--- config.mk ---
export PLATFORM = sky130hd
export DESIGN_NAME = qbin_ctrl
export DESIGN_NICKNAME = d
export VERILOG_FILES = /design/src/qbin_pkg.sv /design/src/qbin_ctrl.sv
export SDC_FILE = /design/constraint.sdc
export NUM_CORES = 1
export LEC_CHECK = 0
export BUFFER_PORTS_ARGS = -buffer_cell sky130_fd_sc_hd__buf_2
export CAP_MARGIN = 25
export CORE_MARGIN = 4
export CORE_UTILIZATION = 45
export DETAILED_ROUTE_END_ITERATION = 10
export PLACE_DENSITY = 0.81
export SLEW_MARGIN = 20
export SYNTH_ARGS = -nofsm -noshare
export SYNTH_HDL_FRONTEND = slang
export SYNTH_SLANG_ARGS = --single-unit
--- constraint.sdc ---
create_clock -name clk -period 5.3 [get_ports clk]
set_clock_uncertainty 0.2 [all_clocks]
set_input_delay 0.795 -clock clk [delete_from_list [all_inputs] [get_ports clk]]
set_output_delay 0.795 -clock clk [all_outputs]
set_load 0.02 [all_outputs]
--- src/qbin_pkg.sv ---
// ----------------------------------------------------------------------------
// qbin_pkg
// shared types, widths and codes for the column quantile binner
// ----------------------------------------------------------------------------
`default_nettype none

package qbin_pkg;

    localparam int MAX_ROWS_DEF = 64;   // default column depth
    localparam int VAL_W        = 32;   // cell value width
    localparam int RIDX_W       = 6;    // row index field width
    localparam int CW           = 7;    // row counters, parts, bins
    localparam int DVD_W        = 14;   // scaled bin boundary and dividend
    localparam int DVS_W        = 7;    // divisor (effective parts)
    localparam logic [CW-1:0] PARTS_RESET = 7'd4;

    typedef struct packed {
        logic signed [VAL_W-1:0] value;
        logic                    last;
    } item_t;

    typedef struct packed {
        logic [RIDX_W-1:0] row_index;
        logic [CW-1:0]     bin;
        logic              keep;
        logic              end_of_column;
    } result_t;

    typedef enum logic [1:0] {
        DS_LASTB,   // n*(p-1)/p, one less than the last row that may open a bin
        DS_FIRST,   // n/p, one past the first boundary position
        DS_BOUND    // scaled boundary / p after a bin change
    } div_sel_t;

    typedef enum logic [4:0] {
        ST_LOAD,
        ST_RK_RD,
        ST_RK_LAT,
        ST_SC_RD,
        ST_SC_CMP,
        ST_RK_WR,
        ST_SETUP,
        ST_LB_DIV,
        ST_LB_WAIT,
        ST_Q0_DIV,
        ST_Q0_WAIT,
        ST_QV_RD,
        ST_QV_LAT,
        ST_EM_RD,
        ST_EM_CHK,
        ST_UP,
        ST_UP_DIV,
        ST_UP_WAIT,
        ST_UQ_RD,
        ST_UQ_LAT,
        ST_PUT,
        ST_WAIT
    } state_t;

    typedef struct packed {
        logic     load_ok;
        logic     rd_val_i;
        logic     lat_vi;
        logic     rd_val_j;
        logic     scan_cmp;
        logic     rank_wr;
        logic     setup;
        logic     div_start;
        div_sel_t div_sel;
        logic     lat_lb;
        logic     lat_q;
        logic     rd_sorted_q;
        logic     lat_qv;
        logic     rd_row;
        logic     bump;
        logic     put;
        logic     next_row;
    } cmd_t;

    typedef struct packed {
        logic last_acc;
        logic i_last;
        logic j_last;
        logic r_last;
        logic keep_now;
        logic keep;
        logic bump;
        logic div_busy;
        logic result_taken;
    } status_t;

endpackage

`default_nettype wire

--- src/qbin_ctrl.sv ---
// ----------------------------------------------------------------------------
// qbin_ctrl
// sequencer for load, rank sort, boundary setup and bin walk
// ----------------------------------------------------------------------------
`default_nettype none

module qbin_ctrl
    import qbin_pkg::*;
(
    input  wire logic    clk,
    input  wire logic    rst_n,
    input  wire status_t status,
    output cmd_t         cmd
);

    state_t state_reg;
    state_t state_next;

    always_ff @(posedge clk or negedge rst_n)
    begin
        if (!rst_n)
            state_reg <= ST_LOAD;
        else
            state_reg <= state_next;
    end

    always_comb
    begin
        state_next = state_reg;
        unique case (state_reg)
            ST_LOAD:    if (status.last_acc) state_next = ST_RK_RD;
            ST_RK_RD:   state_next = ST_RK_LAT;
            ST_RK_LAT:  state_next = ST_SC_RD;
            ST_SC_RD:   state_next = ST_SC_CMP;
            ST_SC_CMP:  state_next = status.j_last ? ST_RK_WR : ST_SC_RD;
            ST_RK_WR:   state_next = status.i_last ? ST_SETUP : ST_RK_RD;
            ST_SETUP:   state_next = status.keep_now ? ST_EM_RD : ST_LB_DIV;
            ST_LB_DIV:  state_next = ST_LB_WAIT;
            ST_LB_WAIT: if (!status.div_busy) state_next = ST_Q0_DIV;
            ST_Q0_DIV:  state_next = ST_Q0_WAIT;
            ST_Q0_WAIT: if (!status.div_busy) state_next = ST_QV_RD;
            ST_QV_RD:   state_next = ST_QV_LAT;
            ST_QV_LAT:  state_next = ST_EM_RD;
            ST_EM_RD:   state_next = ST_EM_CHK;
            ST_EM_CHK:  state_next = (status.bump && !status.keep) ? ST_UP : ST_PUT;
            ST_UP:      state_next = ST_UP_DIV;
            ST_UP_DIV:  state_next = ST_UP_WAIT;
            ST_UP_WAIT: if (!status.div_busy) state_next = ST_UQ_RD;
            ST_UQ_RD:   state_next = ST_UQ_LAT;
            ST_UQ_LAT:  state_next = ST_PUT;
            ST_PUT:     state_next = ST_WAIT;
            ST_WAIT:
            begin
                if (status.result_taken)
                    state_next = status.r_last ? ST_LOAD : ST_EM_RD;
            end
            default:    state_next = ST_LOAD;
        endcase
    end

    always_comb
    begin
        cmd         = '0;
        cmd.div_sel = DS_BOUND;
        unique case (state_reg)
            ST_LOAD:    cmd.load_ok = 1'b1;
            ST_RK_RD:   cmd.rd_val_i = 1'b1;
            ST_RK_LAT:  cmd.lat_vi = 1'b1;
            ST_SC_RD:   cmd.rd_val_j = 1'b1;
            ST_SC_CMP:  cmd.scan_cmp = 1'b1;
            ST_RK_WR:   cmd.rank_wr = 1'b1;
            ST_SETUP:   cmd.setup = 1'b1;
            ST_LB_DIV:
            begin
                cmd.div_start = 1'b1;
                cmd.div_sel   = DS_LASTB;
            end
            ST_LB_WAIT: cmd.lat_lb = ~status.div_busy;
            ST_Q0_DIV:
            begin
                cmd.div_start = 1'b1;
                cmd.div_sel   = DS_FIRST;
            end
            ST_Q0_WAIT: cmd.lat_q = ~status.div_busy;
            ST_QV_RD:   cmd.rd_sorted_q = 1'b1;
            ST_QV_LAT:  cmd.lat_qv = 1'b1;
            ST_EM_RD:   cmd.rd_row = 1'b1;
            ST_EM_CHK:  cmd.div_sel = DS_BOUND;
            ST_UP:      cmd.bump = 1'b1;
            ST_UP_DIV:
            begin
                cmd.div_start = 1'b1;
                cmd.div_sel   = DS_BOUND;
            end
            ST_UP_WAIT: cmd.lat_q = ~status.div_busy;
            ST_UQ_RD:   cmd.rd_sorted_q = 1'b1;
            ST_UQ_LAT:  cmd.lat_qv = 1'b1;
            ST_PUT:     cmd.put = 1'b1;
            ST_WAIT:    cmd.next_row = status.result_taken & ~status.r_last;
            default:    cmd = '0;
        endcase
    end

endmodule

`default_nettype wire

==> results of run 1 <==
## area by class of cell
| type | instances | area [um^2] | area share, % |
|---|---|---|---|
| well taps | 16 | 20.0 | 2.28 |
| clock buffers | 4 | 26.3 | 3.00 |
| flip-flops and latches | 5 | 125 | 14.3 |
| multi-input cells | 85 | 558 | 63.6 |
| repair buffers | 28 | 140 | 16.0 |
| inverters | 2 | 7.51 | 0.856 |
## worst register-to-register path: stages (launching register included)
cell       delay (ps)
dfrtp_1           750
and3b_1           280
o21ai_0           150
a21oi_1            90
a2111oi_0         450
o21ai_1           110
## metrics by stage
step                      cell area, um^2  std cells  utilization [%]  hold slack, ps
final                                 877        140             56.9             155
after CTS                             877        140             56.9             149
after floorplan                       752        102                -             299
after global routing                  877        140             56.9             139
after detailed placement              851        136             55.2             412
after global placement                851        136             55.2             410
## cell families after synthesis
| group | after synthesis | synth area share [%] |
|---|---|---|
| AOI/OAI and AO/OA | 30 | 32.0 |
| buffers and inverters | 12 | 9.15 |
| DFF | 5 | 16.6 |
| and+or+nand+nor | 55 | 42.3 |
## routing by layer
| metal | vias to the layer above | global-route usage, % | wire (um) |
|---|---|---|---|
| li1 | 424 | - | - |
| met1 | 391 | 25.3 | 910 |
| met2 | 42 | 27.0 | 949 |
| met3 | 0 | 4.89 | 171 |
| met4 | 0 | 2.69 | 0 |
| met5 | - | 0 | 0 |
## worst paths after layout
check / start / endpoint / slack, ps / cells after the start
max: state_reg[0] / cmd[0] / 2400 / 4
min: rst_n / state_reg[2] / 160 / 1
max reg2reg: state_reg[4] / state_reg[2] / 3140 / 5
min reg2reg: state_reg[0] / state_reg[4] / 650 / 2
max in group asynchronous: rst_n / state_reg[0] / 4610 / 1
min in group clk: state_reg[0] / state_reg[4] / 650 / 2
## cells in the final DEF, fill, tap and decap left out, types with 2 or more instances in the layout
cell type and instances:
buf_2 28, nor2_1 13, nand2_1 12, nor3_1 5, dfrtp_1 5, o21ai_1 4, o21ai_0 4, a21oi_1 4
o32ai_1 3, nand3_1 3, clkbuf_4 3, nand2b_1 2, nand2b_4 2, and2_1 2, nor4_1 2, nor2b_1 2
## report_power, final
part / internal [W] / switching, W
Combinational: 0.000139 / 0.000186
Sequential: 0.0000547 / 0.0000849
Clock: 0.0000284 / 0.0000151
Total: 0.000222 / 0.000286
==> results.py, run 1 <==
metrics = {
    "yosys": {
        "avgSynthCellArea_um2": 7.37,
        "ys_warn_count": 0,
        "ys_seq_area_share_pct": 16.6,
        "syn_inst": 102,
        "ys_seq_elements": 5,
        "synth_area_leaders": "dfrtp_1, nor2_1, nand2_1",
        "synth-edff-count": 0,
        "synthesis.area_um2": 752,
        "ys_types": 47,
        "synthDominantCellAreaShare_pct": 16.6,
        "synth_area_leader_cell": "dfrtp_1",
        "ys_async_sr_fraction_pct": 100,
        "synth_commonest_cells": "nor2_1, nand2_1, dfrtp_1, nor3_1",
        "ys.flop_type": "dfrtp_1",
        "yosysMostFrequentCell": "nor2_1",
        "synth_fp_nets": 113,
    },
    "floorplanning": {
        "die_x_um": 48.9,
        "dieHeight_um": 48.9,
        "die-area_um2": 2390,
        "pin_count": 29,
        "coreArea_um2": 1540,
        "start_util_pct": 48.8,
        "num_rows": 14,
    },
    "timing": {
        "slew_viol_final": 0,
        "fin_ws_ps": 2400,
        "finalSetupTns_ps": 0,
        "setup_viol": 0,
        "relSlewSlack_pct": 51.5,
        "min_period_ps": 2900,
        "max_clock_freq_mhz": 345,
        "grt_setup_unrepaired": "false",
        "tightest_slew_ps": 727,
        "period_share_pct": 54.8,
        "finalHoldViolCount": 0,
    },
    "worst_setup_path": {
        "cp.arrival_ps": 1910,
        "worstPathCellList": "nand2_1 > nor4_1 > and2_1 > buf_2",
        "path_class": "reg -> out",
        "crit_path_start_kind": "flip-flop",
        "crit_slowest_cell": "dfrtp_1",
        "cp-end-kind": "output pin",
        "required_ps": 4300,
        "crit_path_max_fanout": 21,
        "critPathMaxStageDelay_ps": 690,
        "critical-path-top-delay-family": "simple AND/OR/NAND/NOR gates",
        "path_buf_inv": 1,
    },
    "clocking": {
        "post_cts_buffers": 0,
        "cts_buffers": 3,
        "clock_path_buffers": 2,
        "worst_skew_pair.late_latency_ps": 240,
        "clock-sinks": 5,
        "clk_pin_slew_worst_paths_ps": 40,
        "cts_hold_buf": 0,
        "cts_resized": 0,
        "root_buffer": "clkbuf_4",
        "cts_tree": "yes",
        "h-tree-depth": 1,
    },
    "detailed_routing": {
        "final_antenna_net_count": 0,
        "route.detailed.drc": 0,
        "viasPerCell": 6.12,
        "wirelength_um": 2030,
        "avgRoutedWirePerCell_um": 14.5,
        "dr.first_iter.drc_count": 27,
        "vias": 857,
        "drtPass1Iterations": 4,
    },
    "power": {
        "ir_drop_mv": 0.430,
        "power_w": 0.000508,
        "leakage_nw": 0.411,
        "powerDensity_nw_per_um2": 579,
    },
    "placement": {
        "post-place-ws_ps": 2680,
        "gp_congestion": 0.820,
        "port_buffers": 28,
        "place_hpwl_um": 1490,
    },
    "grt": {
        "grt_pass1_wl_um": 3550,
        "grt.overflow.total": 0,
        "grt_start_max_net_pins": 26,
        "grt_use_total_pct": 17.8,
        "grt_pass1_vias": 769,
        "grt_antenna_before_repair": 0,
    },
    "finish": {
        "layout-drive-gt1-share_pct": 34.7,
        "syn2layout_area_growth_pct": 16.6,
        "fin_nets": 136,
        "largest_reg_flops": 5,
        "diodes": 0,
        "fillCellCount": 155,
    },
    "flow_run": {
        "maxCapViolCount": 0,
    },
    "status": {
        "outcome": "finished, final reports clean",
    },
    "worst_hold_path": {
        "hp-class": "in -> async",
    },
}
Power figures use the tool's default switching activity.
==> run 2, diff against run 1 <==
--- a/config.mk
+++ b/config.mk
@@ -7,8 +7,9 @@
 export LEC_CHECK = 0
 export BUFFER_PORTS_ARGS = -buffer_cell sky130_fd_sc_hd__buf_2
 export CAP_MARGIN = 25
+export CORE_ASPECT_RATIO = 0.75
 export CORE_MARGIN = 4
-export CORE_UTILIZATION = 45
+export CORE_UTILIZATION = 43
 export DETAILED_ROUTE_END_ITERATION = 10
 export PLACE_DENSITY = 0.81
 export SLEW_MARGIN = 20
==> constraint.sdc (replaced) <==
create_clock -name clk -period 2.4 [get_ports clk]
set_clock_uncertainty 0.2 [all_clocks]
set_input_delay 0.36 -clock clk [delete_from_list [all_inputs] [get_ports clk]]
set_output_delay 0.36 -clock clk [all_outputs]
set_load 0.02 [all_outputs]
==> run 2 against run 1 <==
Compared with the run above: setup slack worse by 2300 ps; critical path depth rose by 1; routed wire length up 11%; sequential share of layout area shrank 0.48 points; clock-buffer cell count is the same; die area is 4.2% higher; critical path type unchanged; largest cell class unchanged.
==> results.py, run 2 (synthesized netlist as in run 1, its figures left out) <==
metrics = {
    "finish": {
        "diodes": 0,
        "fin_area_um2": 926,
        "syn2layout_area_growth_pct": 23.1,
        "layout-drive-gt1-share_pct": 38.0,
        "fillCellCount": 145,
        "multi_input_area_um2": 558,
        "fin_util_pct": 59.3,
        "final_common_cell": "buf_2",
        "seqCellArea_um2": 128,
        "layout.cells.most_common_list": "buf_2, nor2_1, nand2_1, nor3_1",
        "fin_nets": 141,
        "largest_reg_flops": 5,
    },
    "worst_setup_path": {
        "path_class": "reg -> out",
        "reg2reg_depth": 5,
        "crit_path_max_fanout": 15,
        "r2r-start": "state_reg[4]",
        "cp-end-kind": "output pin",
        "r2r_end": "state_reg[1]",
        "required_ps": 1840,
        "r2r_setup_slack_ps": 350,
        "cp.arrival_ps": 1730,
        "crit_path_start_kind": "flip-flop",
    },
    "detailed_routing": {
        "avgRoutedWirePerCell_um": 15.0,
        "route.detailed.drc": 0,
        "wirelength_um": 2250,
        "drtPass1Iterations": 4,
        "final_antenna_net_count": 0,
        "vias": 892,
        "viasPerCell": 5.95,
        "dr.first_iter.drc_count": 44,
    },
    "placement": {
        "post-place-ws_ps": 368,
        "gp_congestion": 0.869,
        "port_buffers": 28,
        "dpl_cell_area_um2": 887,
        "place_hpwl_um": 1690,
    },
    "clocking": {
        "post_cts_buffers": 0,
        "clk_pin_slew_worst_paths_ps": 40,
        "h-tree-depth": 1,
        "clock-sinks": 5,
        "cts_tree": "yes",
        "clock_path_buffers": 2,
        "cts_buffers": 3,
        "worst_skew_pair.late_latency_ps": 230,
        "root_buffer": "clkbuf_4",
    },
    "grt": {
        "grt.overflow.total": 0,
        "grt_use_total_pct": 18.2,
        "grt_pass1_vias": 833,
        "grt_start_max_net_pins": 17,
        "grt_pass1_wl_um": 3730,
        "grt_antenna_before_repair": 0,
    },
    "floorplanning": {
        "die-area_um2": 2490,
        "dieHeight_um": 44.2,
        "coreArea_um2": 1560,
        "num_rows": 12,
        "die_x_um": 56.3,
        "pin_count": 29,
        "start_util_pct": 48.2,
    },
    "worst_hold_path": {
        "min_delay_path_depth": 3,
        "hp-start": "status[1]",
        "hp-class": "in -> reg",
        "whs_endpoint": "state_reg[1]",
    },
    "power": {
        "powerDensity_nw_per_um2": 1280,
        "leakage_nw": 0.433,
        "power_w": 0.00119,
        "ir_drop_mv": 0.910,
    },
    "timing": {
        "fin_ws_ps": 115,
        "slew_viol_final": 0,
        "finalHoldViolCount": 0,
        "tightest_slew_ps": 489,
        "period_share_pct": 95.2,
        "min_period_ps": 2290,
        "grt_setup_unrepaired": "false",
        "setup_viol": 0,
        "max_clock_freq_mhz": 438,
        "finalSetupTns_ps": 0,
        "relSlewSlack_pct": 66.6,
    },
    "flow_run": {
        "maxCapViolCount": 0,
    },
    "status": {
        "outcome": "finished, final reports clean",
    },
}
-- run 2: cell types whose count changed in the layout (fill, tap and decap cells not counted) --
cell           change
buf_4              +4
dfrtp_1            -2
dfrtp_2            +2
dlygate4sd3_1      +1
-- run 2: how the worst max path moves through the flow --
stage,slack (ps),from,endpoint,cells past startpoint
final,110,state_reg[4],cmd[6],5
after floorplan,310,state_reg[3],cmd[7],4
after global placement,360,state_reg[3],cmd[0],4
after global routing,20,state_reg[3],cmd[0],4
after detailed placement,370,state_reg[4],cmd[6],5
after CTS,110,state_reg[4],cmd[6],5
-- run 2: power by group --
| part | total (W) | switching, W | internal (W) |
|---|---|---|---|
| Sequential | 0.000272 | 0.000146 | 0.000126 |
| Combinational | 0.000823 | 0.000482 | 0.000341 |
| Clock | 0.0000935 | 0.0000308 | 0.0000626 |
| Total | 0.00119 | 0.000659 | 0.000530 |
-- run 2: critical path, cell delays in order, from the launching register on --
cell and delay [ps]:
dfrtp_1 660, and2b_1 270, nand2_1 140, nor2_1 60, o211a_1 200, buf_2 150
-- run 2: cell type report --
class,instances,share of cell area (%)
multi-input combinational,85,60.3
timing repair buffer,33,19.5
sequential,5,13.8
clock buffer,4,2.84
tap,21,2.84
inverter,2,0.811
-- run 2: what timing repair did --
item                                    CTS  global route
resized for setup                         0             2
endpoints found under the setup margin    0             2
hold buffers                              1             0
endpoints found under the hold margin     5             0
-- run 2: metal layers --
layer  up-vias  share of wire [%]  global-route usage (%)
met5         -                  0                       0
met1       412                 46                    24.7
met3         4                7.7                    4.96
met2        42                 46                    29.1
met4         0               0.71                    4.27
li1        434                  -                       -
-- run 2: metrics by stage --
step           cells  hold slack [ps]
2_1_floorplan    102             -136
3_3_place_gp     145            -22.2
3_5_place_dp     145            -22.8
4_1_cts          150              257
5_1_grt          150              276
6_report         150              261
==> run 3, diff against run 2 <==
--- a/config.mk
+++ b/config.mk
@@ -5,11 +5,12 @@
 export SDC_FILE = /design/constraint.sdc
 export NUM_CORES = 1
 export LEC_CHECK = 0
+export ABC_AREA = 1
 export BUFFER_PORTS_ARGS = -buffer_cell sky130_fd_sc_hd__buf_2
 export CAP_MARGIN = 25
 export CORE_ASPECT_RATIO = 0.75
 export CORE_MARGIN = 4
-export CORE_UTILIZATION = 43
+export CORE_UTILIZATION = 45
 export DETAILED_ROUTE_END_ITERATION = 10
 export PLACE_DENSITY = 0.81
 export SLEW_MARGIN = 20
==> run 3 against run 2 <==
Compared with the run above: sequential cell count stayed put; setup slack worse by 38 ps; maximum frequency is 1.6% lower; power is 5.9% higher; largest power group unchanged; combinational power is 15% higher; sequential share of layout area is 2.2 points lower; critical path depth is 4 higher; utilization is 3.0 points higher; final cell count is 47% higher; highest routed layer unchanged; die area is 12% higher; worst hold slack worse by 54 ps.
==> results.py, run 3 <==
metrics = {
    "yosys": {
        "synth_commonest_cells": "nand2_1, nor2_1, nand3_1",
        "avgSynthCellArea_um2": 5.43,
        "synth_area_leader_cell": "nand2_1",
        "ys_types": 24,
        "ys.flop_type": "dfrtp_1",
        "synth_area_leaders": "nand2_1, dfrtp_1, nand3_1",
        "synth_fp_nets": 176,
        "syn_inst": 165,
        "synthesis.area_um2": 896,
        "ys_seq_area_share_pct": 14.0,
        "ys_warn_count": 0,
        "ys_seq_elements": 5,
        "yosysMostFrequentCell": "nand2_1",
        "ys_async_sr_fraction_pct": 100,
        "synth-edff-count": 0,
        "synthDominantCellAreaShare_pct": 22.6,
    },
    "timing": {
        "whs_ps": 208,
        "fin_ws_ps": 77.4,
        "min_period_ps": 2320,
        "setup_viol": 0,
        "period_share_pct": 96.8,
        "finalHoldViolCount": 0,
        "grt_setup_unrepaired": "false",
        "finalSetupTns_ps": 0,
        "max_clock_freq_mhz": 431,
        "slew_viol_final": 0,
        "tightest_slew_ps": 318,
        "relSlewSlack_pct": 78.6,
    },
    "worst_setup_path": {
        "worstPathCellList": "buf_12 > nor2_2 > nand2_1 > nor2_1 > nor2_1 > nand2_1 > nor2_1 > nand3_1 > buf_2",
        "cp-end-kind": "output pin",
        "path_buf_inv": 2,
        "crit_slowest_cell": "dfrtp_2",
        "crit_path_max_fanout": 8,
        "path_class": "reg -> out",
        "cp.arrival_ps": 1760,
        "critPathMaxStageDelay_ps": 440,
        "r2r_setup_slack_ps": 620,
        "crit_top_cell": "nor2_1",
        "critical-path-top-delay-family": "simple AND/OR/NAND/NOR gates",
        "crit_path_start_kind": "flip-flop",
        "required_ps": 1840,
    },
    "finish": {
        "diodes": 0,
        "largest_reg_flops": 5,
        "layout.cells.most_common_list": "nand2_1, buf_2, nor2_1, nand3_1, inv_1",
        "finalNonFillerCells": 221,
        "syn2layout_area_growth_pct": 25.6,
        "fin_area_um2": 1120,
        "fin_nets": 211,
        "layout-drive-gt1-share_pct": 30.7,
        "final_common_cell": "nand2_1",
    },
    "floorplanning": {
        "die_x_um": 59.5,
        "start_util_pct": 49.6,
        "coreArea_um2": 1810,
        "die-area_um2": 2780,
        "pin_count": 29,
        "num_rows": 13,
        "dieHeight_um": 46.6,
    },
    "power": {
        "ir_drop_mv": 0.612,
        "powerDensity_nw_per_um2": 1120,
        "leakage_nw": 0.774,
    },
    "clocking": {
        "clk_pin_slew_worst_paths_ps": 40,
        "cts_buffers": 3,
        "h-tree-depth": 1,
        "clock_path_buffers": 2,
        "root_buffer": "clkbuf_4",
        "cts_tree": "yes",
        "clock-sinks": 5,
        "worst_skew_pair.late_latency_ps": 240,
    },
    "grt": {
        "grt_start_max_net_pins": 13,
        "grt_use_total_pct": 21.9,
        "grt_pass1_wl_um": 4490,
        "grt_pass1_vias": 1029,
        "grt.overflow.total": 0,
        "grt_antenna_before_repair": 0,
    },
    "flow_run": {
        "maxCapViolCount": 0,
    },
    "detailed_routing": {
        "dr.first_iter.drc_count": 80,
        "viasPerCell": 5.43,
        "route.detailed.drc": 0,
        "vias": 1199,
        "final_antenna_net_count": 0,
        "avgRoutedWirePerCell_um": 13.2,
        "wirelength_um": 2910,
        "drtPass1Iterations": 4,
    },
    "placement": {
        "port_buffers": 28,
        "dpl_cell_area_um2": 1040,
        "gp_congestion": 1.03,
        "place_hpwl_um": 2340,
        "post-place-ws_ps": 262,
        "placedCellCount": 212,
    },
    "status": {
        "outcome": "finished, final reports clean",
    },
    "worst_hold_path": {
        "hp-class": "in -> reg",
    },
}
run 3: changes by cell type after synthesis, moves of 3 or more:
cell      change
nand2_1      +42
a21oi_1       -3
inv_1        +18
buf_2         -3
nor2_4        +3
nor2_1       +14
nor3_1        -4
o32ai_1       -3
nand3_2       +3
clkbuf_1      -3
nand3_1      +20
inv_2         +4
o21ai_1       -4
nand4_1       +7
run 3: tightest hold or removal path: cells and delay by family:
| family | cells | cell delay [ps] |
|---|---|---|
| buf+inv | 2 | 120 |
| simple gates | 2 | 130 |
run 3: metrics by stage:
stage / power, W / utilization, %
finish: 0.00126 / 62.3
global route: 0.00136 / 62.3
CTS: 0.00118 / 59.4
detailed placement: 0.00107 / 57.4
global placement: 0.00107 / 57.4
floorplan: 0.000873 / -
run 3: power by group:
group	leakage, nW	internal (W)	switching (W)
clock network	0.0150	0.0000630	0.0000360
logic	0.700	0.000330	0.000615
registers	0.0593	0.000123	0.0000903
run 3: logic make-up after synthesis:
logic type	share of synthesized area (%)
buffers and inverters	15.9
AO/OA/AOI/OAI	4.47
AND/OR/NAND/NOR	65.6
flip-flops	14.0
run 3: what timing repair did:
action / 4_1_cts / 5_1_grt
hold buffers: 1 / 0
endpoints found under the hold margin: 5 / 0
buffers inserted: 0 / 4
setup endpoints to repair: 0 / 1
resized for setup: 0 / 5
run 3: layout make-up:
| cell class | instances | area [um^2] |
|---|---|---|
| Fill cell | 183 | 681 |
| Multi-Input combinational cell | 129 | 633 |
| Timing Repair Buffer | 35 | 208 |
| Sequential cell | 5 | 130 |
| Inverter | 26 | 100 |
| Tap cell | 22 | 27.5 |
| Clock buffer | 4 | 26.3 |
run 3: layer usage:
| metal | up-vias | wire length (um) | GRT usage (%) | share of wire (%) |
|---|---|---|---|---|
| met5 | - | 0 | 0 | 0 |
| met4 | 0 | 53 | 7.52 | 1.8 |
| met3 | 8 | 399 | 8.12 | 14 |
| met2 | 73 | 1240 | 32.7 | 43 |
| met1 | 533 | 1210 | 29.0 | 42 |
| li1 | 585 | - | - | - |
run 3: worst paths after layout:
kind	cells past startpoint	from	to
max reg2reg	9	state_reg[4]	state_reg[3]
min reg2reg	3	state_reg[4]	state_reg[1]
max	9	state_reg[4]	cmd[9]
max in group asynchronous	2	rst_n	state_reg[1]
min	4	status[0]	state_reg[2]
min in group asynchronous	2	rst_n	state_reg[4]
